$ cat src/rtl/tvd_pkg.sv
// Shared types and widths for the TVD slope limiter.
// Used by the divider cells and the top level; depends on nothing.
package tvd_pkg;

  localparam int ValueWidth = 32;
  localparam int FracBits   = 16;
  // Magnitude width of a doubled difference.
  localparam int MagWidth   = ValueWidth + 2;
  // Quotient bits of the harmonic mean, one per divider cell.
  localparam int QuoWidth   = ValueWidth + 2;
  localparam int NumWidth   = 2 * (ValueWidth + 1);

  localparam logic [1:0] ModeSuperbee = 2'd0;
  localparam logic [1:0] ModeMinmod   = 2'd1;
  localparam logic [1:0] ModeVanLeer  = 2'd2;
  // Spare selector code: the limited slope is zero.
  localparam logic [1:0] ModeUnused   = 2'd3;

  // Partial division state handed from cell to cell.
  typedef struct packed {
    logic [QuoWidth-1:0] rem;
    logic [QuoWidth-1:0] low;
    logic [QuoWidth-1:0] quo;
    logic [QuoWidth-1:0] den;
  } div_t;

  // Request data that rides alongside the division.
  typedef struct packed {
    logic [MagWidth-1:0]   lim_mag;
    logic                  neg;
    logic [ValueWidth-1:0] inv;
    logic                  use_div;
  } side_t;

endpackage

$ cat src/rtl/tvd_div_cell.sv
// One restoring division step: yields one quotient bit per cycle.
// Depends on tvd_pkg for div_t and side_t.
module tvd_div_cell (
  input  logic           clk,
  input  logic           rst,
  input  logic           in_valid,
  input  tvd_pkg::div_t  in_div,
  input  tvd_pkg::side_t in_side,
  output logic           out_valid,
  output tvd_pkg::div_t  out_div,
  output tvd_pkg::side_t out_side
);

  logic [tvd_pkg::QuoWidth:0] rem_sh;
  logic [tvd_pkg::QuoWidth:0] diff;
  tvd_pkg::div_t              div_next;

  // Bring down the next numerator bit and try the subtraction.
  always_comb begin
    rem_sh = {in_div.rem, in_div.low[tvd_pkg::QuoWidth-1]};
    diff   = rem_sh - {1'b0, in_div.den};
    div_next.den = in_div.den;
    div_next.low = {in_div.low[tvd_pkg::QuoWidth-2:0], 1'b0};
    if (rem_sh >= {1'b0, in_div.den}) begin
      div_next.rem = diff[tvd_pkg::QuoWidth-1:0];
      div_next.quo = {in_div.quo[tvd_pkg::QuoWidth-2:0], 1'b1};
    end else begin
      div_next.rem = rem_sh[tvd_pkg::QuoWidth-1:0];
      div_next.quo = {in_div.quo[tvd_pkg::QuoWidth-2:0], 1'b0};
    end
  end

  // Valid flag is control state; the payload needs no reset.
  always_ff @(posedge clk) begin
    if (rst) begin
      out_valid <= 1'b0;
    end else begin
      out_valid <= in_valid;
    end
  end

  always_ff @(posedge clk) begin
    out_div  <= div_next;
    out_side <= in_side;
  end

endmodule
$ cat config.mk
export PLATFORM = sky130hd
export DESIGN_NAME = tvd_div_cell
export DESIGN_NICKNAME = d
export VERILOG_FILES = /design/src/rtl/tvd_pkg.sv /design/src/rtl/tvd_div_cell.sv
export SDC_FILE = /design/constraint.sdc
export NUM_CORES = 1
export LEC_CHECK = 0
export BUFFER_PORTS_ARGS = -buffer_cell sky130_fd_sc_hd__clkbuf_2
export CAP_MARGIN = 20
export CORE_AREA = 2 2 161 163
export CTS_CLUSTER_DIAMETER = 150
export DETAILED_ROUTE_END_ITERATION = 7
export DIE_AREA = 0 0 163 165
export PLACE_DENSITY_LB_ADDON = 0.08
export SYNTH_ARGS = -nofsm -noshare
export SYNTH_HDL_FRONTEND = slang
export SYNTH_SLANG_ARGS = --single-unit
$ cat constraint.sdc
create_clock -name clk -period 3.8 [get_ports clk]
set_input_delay 0.76 -clock clk [delete_from_list [all_inputs] [get_ports clk]]
set_output_delay 0.76 -clock clk [all_outputs]
set_load 0.02 [all_outputs]
Word level (Yosys, flattened, before mapping)
Cells that the tools add are included.
{"block": "totals", "reg_bits": 204, "inputBits": 207, "out_inout_bits": 205}
{"block": "op_classes", "n_addsub": 1, "order_cmp": 1, "mux": 2}
{"cell": "$ge 35x34->1", "count": 1}
{"cell": "$mux 34", "count": 1}
{"cell": "$sub 34x34->34", "count": 1}
{"cell": "$mux 1", "count": 1}

Longest topological paths before layout
{"block": "logic_depth", "word_depth": 2, "depth_mapped": 12, "mapped_depth_nobuf": 12}

Least setup slack after synthesis
Ideal clock, no wire load.
{"block": "synth_timing", "path_kind": "input-to-reg", "from": "in in_div[101] in the netlist's numbering", "to": "reg out_div[128] in the netlist's numbering", "arrival_time_ps": 2849, "t_required_ps": 3681, "setup_slack_ps": 832, "stages": 12, "n_path_buf": 0, "path_cell_list": "inv_1 ha_1 inv_1 fa_1 a21oi_2 o221ai_2 a31oi_2 o21ai_2 a2111oi_2 a21oi_1 xnor2_1 a21oi_1"}
{"item": "from (decl)", "line": "tvd_div_cell.sv:7", "text": "input tvd_pkg::div_t in_div,"}
{"item": "to (signal assigned)", "line": "tvd_div_cell.sv:43", "text": "out_div <= div_next;"}
{"item": "to (decl)", "line": "tvd_div_cell.sv:10", "text": "output tvd_pkg::div_t out_div,"}

==> impl_metrics.csv <==
group,metric,value,unit
floorplan,die_w,163,um
worst_setup_path,critPathMaxStageDelay,0.42,ns
sta,tns,0,ns
grt,grt_pass1_vias,5154,
final_layout,finalNetCount,1236,
logic_synthesis,synth_warnings,0,
logic_synthesis,seq_area_frac_synth,62.82,%
sta,report.final.slew_viol_count,0,
sta,maxSlewHeadroom,64.48,%
worst_setup_path,cp_top_family,"compound AO/OA/AOI/OAI gates",
logic_synthesis,ys_ff_latch,204,
run,cap_viol_max_count,0,
worst_setup_path,start_kind,"primary input",
cts,postCtsSetupBuffers,0,
cts,cts_resized,0,
logic_synthesis,syn_nets,809,
grt,overflow,0,
power_and_ir_drop,power.density,565.9,nW/um^2
power_and_ir_drop,ir_worst_vdd,0.0003461,V
sta,timing.final.crit_share,76.53,%
placement,dp_cells,1299,
hold_path,hold_class,"in -> reg",
sta,fmax,343.9,MHz
drt,vias,5407,
logic_synthesis,synth_area,6501,um^2
grt,grt_pass1_wl,30.14,mm
hold_path,hp-start,"in_side[49]",
hold_path,hold_depth,1,
sta,hold_viol,0,
placement,place.gp.congestion,0.7560,
cts,cts_tree,"done",
drt,drt-total-wl,21.44,mm
floorplan,die_h,165,um
placement,hpwlAfterDp,17.78,mm
logic_synthesis,avgSynthCellArea,11.47,um^2
drt,detail_route.first_pass.iterations,4,
cts,root_buffer,"clkbuf_16",
outcome,status,"finished, final reports clean",
sta,rsz0062_at_grt,"no",
sta,setup_viol,0,
floorplan,rows,58,
cts,cts_hold_buf,0,
final_layout,final_common_cell,"clkbuf_2",
placement,place_area,8934,um^2
worst_setup_path,worstSetupPathType,"in -> reg",
sta,hold_ws,0.3304,ns
drt,dr.first_iter.drc_count,202,
floorplan,dieArea,26900,um^2
cts,htreeDepth,1,
drt,drc,0,
floorplan,io_pins,412,
worst_setup_path,critical_path.slowest_cell,"fa_1",
cts,cts.path.max_buffers,3,
final_layout,nFillCells,2584,
final_layout,final_cell_mix,"clkbuf_2, dfxtp_1, a21oi_1",
final_layout,insertedDiodeCount,0,
drt,wire_per_inst,16.00,um
final_layout,area_delta_synth_final,48.44,%
final_layout,drive_above_1_share,46.73,%
logic_synthesis,async_flop_share,0,%
logic_synthesis,netlist_instances,567,
power_and_ir_drop,p_leak,4.953,nW
grt,grt_max_degree,40,
drt,vias_per_cell,4.035,
grt,antenna_found_initial,2,
worst_setup_path,critPathMaxFanout,4,
logic_synthesis,synth_edf_count,0,
logic_synthesis,synth-main-ff-cell,"dfxtp_1",
floorplan,initial_core_util,25.97,%
final_layout,finalNonFillerCells,1340,
logic_synthesis,synth.distinct_cells,57,
cts,cts_sinks,204,
grt,grt_use_total,14.73,%
sta,fin_crit,2.908,ns
worst_setup_path,path_cells,"clkbuf_2 > inv_1 > ha_1 > inv_1 > fa_1 > a21oi_2 > o221ai_2 > a31oi_2 > o21ai_2 > a2111oi_2 > buf_4 > a21oi_1 > xnor2_1 > a21oi_1",
worst_setup_path,crit_arrival,3.32,ns
final_layout,final_util,38.55,%
drt,detail-route-antenna-nets,0,
cts,cts_buffers,23,
worst_setup_path,cp.buffers_inverters,4,
worst_setup_path,worstPathRequired,4.21,ns
final_layout,fin_area,9651,um^2
placement,place.port_buffers,409,
worst_setup_path,end_kind,"register",
sta,worst_slew_pin_slew,0.5283,ns
cts,path_clk_slew,0.06,ns
floorplan,coreArea,25040,um^2
hold_path,worstHoldEndpoint,"out_side[49]",
[kinds of logic after synthesis]
logic type	Yosys count	share of synthesized area (%)
adders and majority gates	35	6.851
other	1	0.05768
and+or+nand+nor	100	6.890
xor gates and xnor gates	32	4.311
muxes	9	1.963
DFF	204	62.82
AOI/OAI and AO/OA	127	13.09
buffers and inverters	59	4.022
[layout make-up]
type                            count  area, um^2  area share (%)
Sequential cell                   204        4084           42.32
Tap cell                          330       412.9           4.278
Multi-Input combinational cell    304        2163           22.42
Inverter                           47       176.4           1.828
Clock inverter                      7       80.08          0.8298
Clock buffer                       34       636.9           6.599
Timing Repair Buffer              414        2097           21.73
[registers in the layout, summed over array words and instances, names as in the netlist]
signal,cells
out_div,135
out_side,68
out_valid,1
[report_power, final]
part / switching [mW] / leakage [nW] / total [mW] / internal, mW
registers: 0.0416 / 1.72 / 2.36 / 2.32
logic: 0.598 / 2.89 / 0.983 / 0.385
clock network: 0.886 / 0.344 / 2.12 / 1.24
total: 1.53 / 4.95 / 5.46 / 3.94
[worst max path at each step]
| stage | start | end | slack, ns | cells after the start |
|---|---|---|---|---|
| 6_report | in_div[101] | out_div[128] | 0.89 | 14 |
| 4_1_cts | in_div[101] | out_div[128] | 0.88 | 14 |
| 2_1_floorplan | in_div[101] | out_div[128] | 0.83 | 12 |
| 3_5_place_dp | in_div[101] | out_div[128] | 0.34 | 14 |
| 3_3_place_gp | in_div[0] | out_div[134] | 0.35 | 12 |
| 5_1_grt | in_div[101] | out_div[128] | 0.68 | 14 |
[cell usage after synthesis (2+ instances only)]
cell	n	area (um^2)
clkbuf_1	2	7.510
o21a_1	5	37.54
o31ai_1	3	22.52
nor3_1	6	30.03
a21oi_1	53	265.3
nor2_1	39	146.4
a21o_1	12	90.09
and2_1	3	18.77
ha_1	34	425.4
a31oi_1	4	25.02
mux2_2	2	22.52
or3_1	2	12.51
xnor2_1	16	140.1
nand2_1	25	93.84
buf_2	4	20.02
nand3_1	9	45.04
a221oi_1	2	17.52
mux2_4	7	105.1
o21bai_1	6	45.04
xor2_1	16	140.1
nor2b_1	4	25.02
o21ai_1	6	30.03
o2111ai_1	2	17.52
and3_1	2	12.51
nand4_1	6	37.54
dfxtp_1	204	4084
buf_6	4	45.04
inv_1	47	176.4
o21ai_2	2	17.52
a21oi_2	4	35.03
o21ai_0	10	50.05
[per-stage QoR]
step	setup slack, ns	total power, mW
6_report	0.8919	5.461
3_3_place_gp	0.3498	3.403
5_1_grt	0.6834	5.735
4_1_cts	0.8774	5.568
3_5_place_dp	0.3354	3.402
2_1_floorplan	0.8320	3.003
[per-layer routing]
layer	global-route usage [%]	wire length (um)	vias to the layer above
met5	0	26	-
met4	4.224	542	4
met3	5.399	2036	33
met2	27.68	11150	214
met1	15.32	7688	2382
li1	-	-	2774
Power figures use the tool's default switching activity.
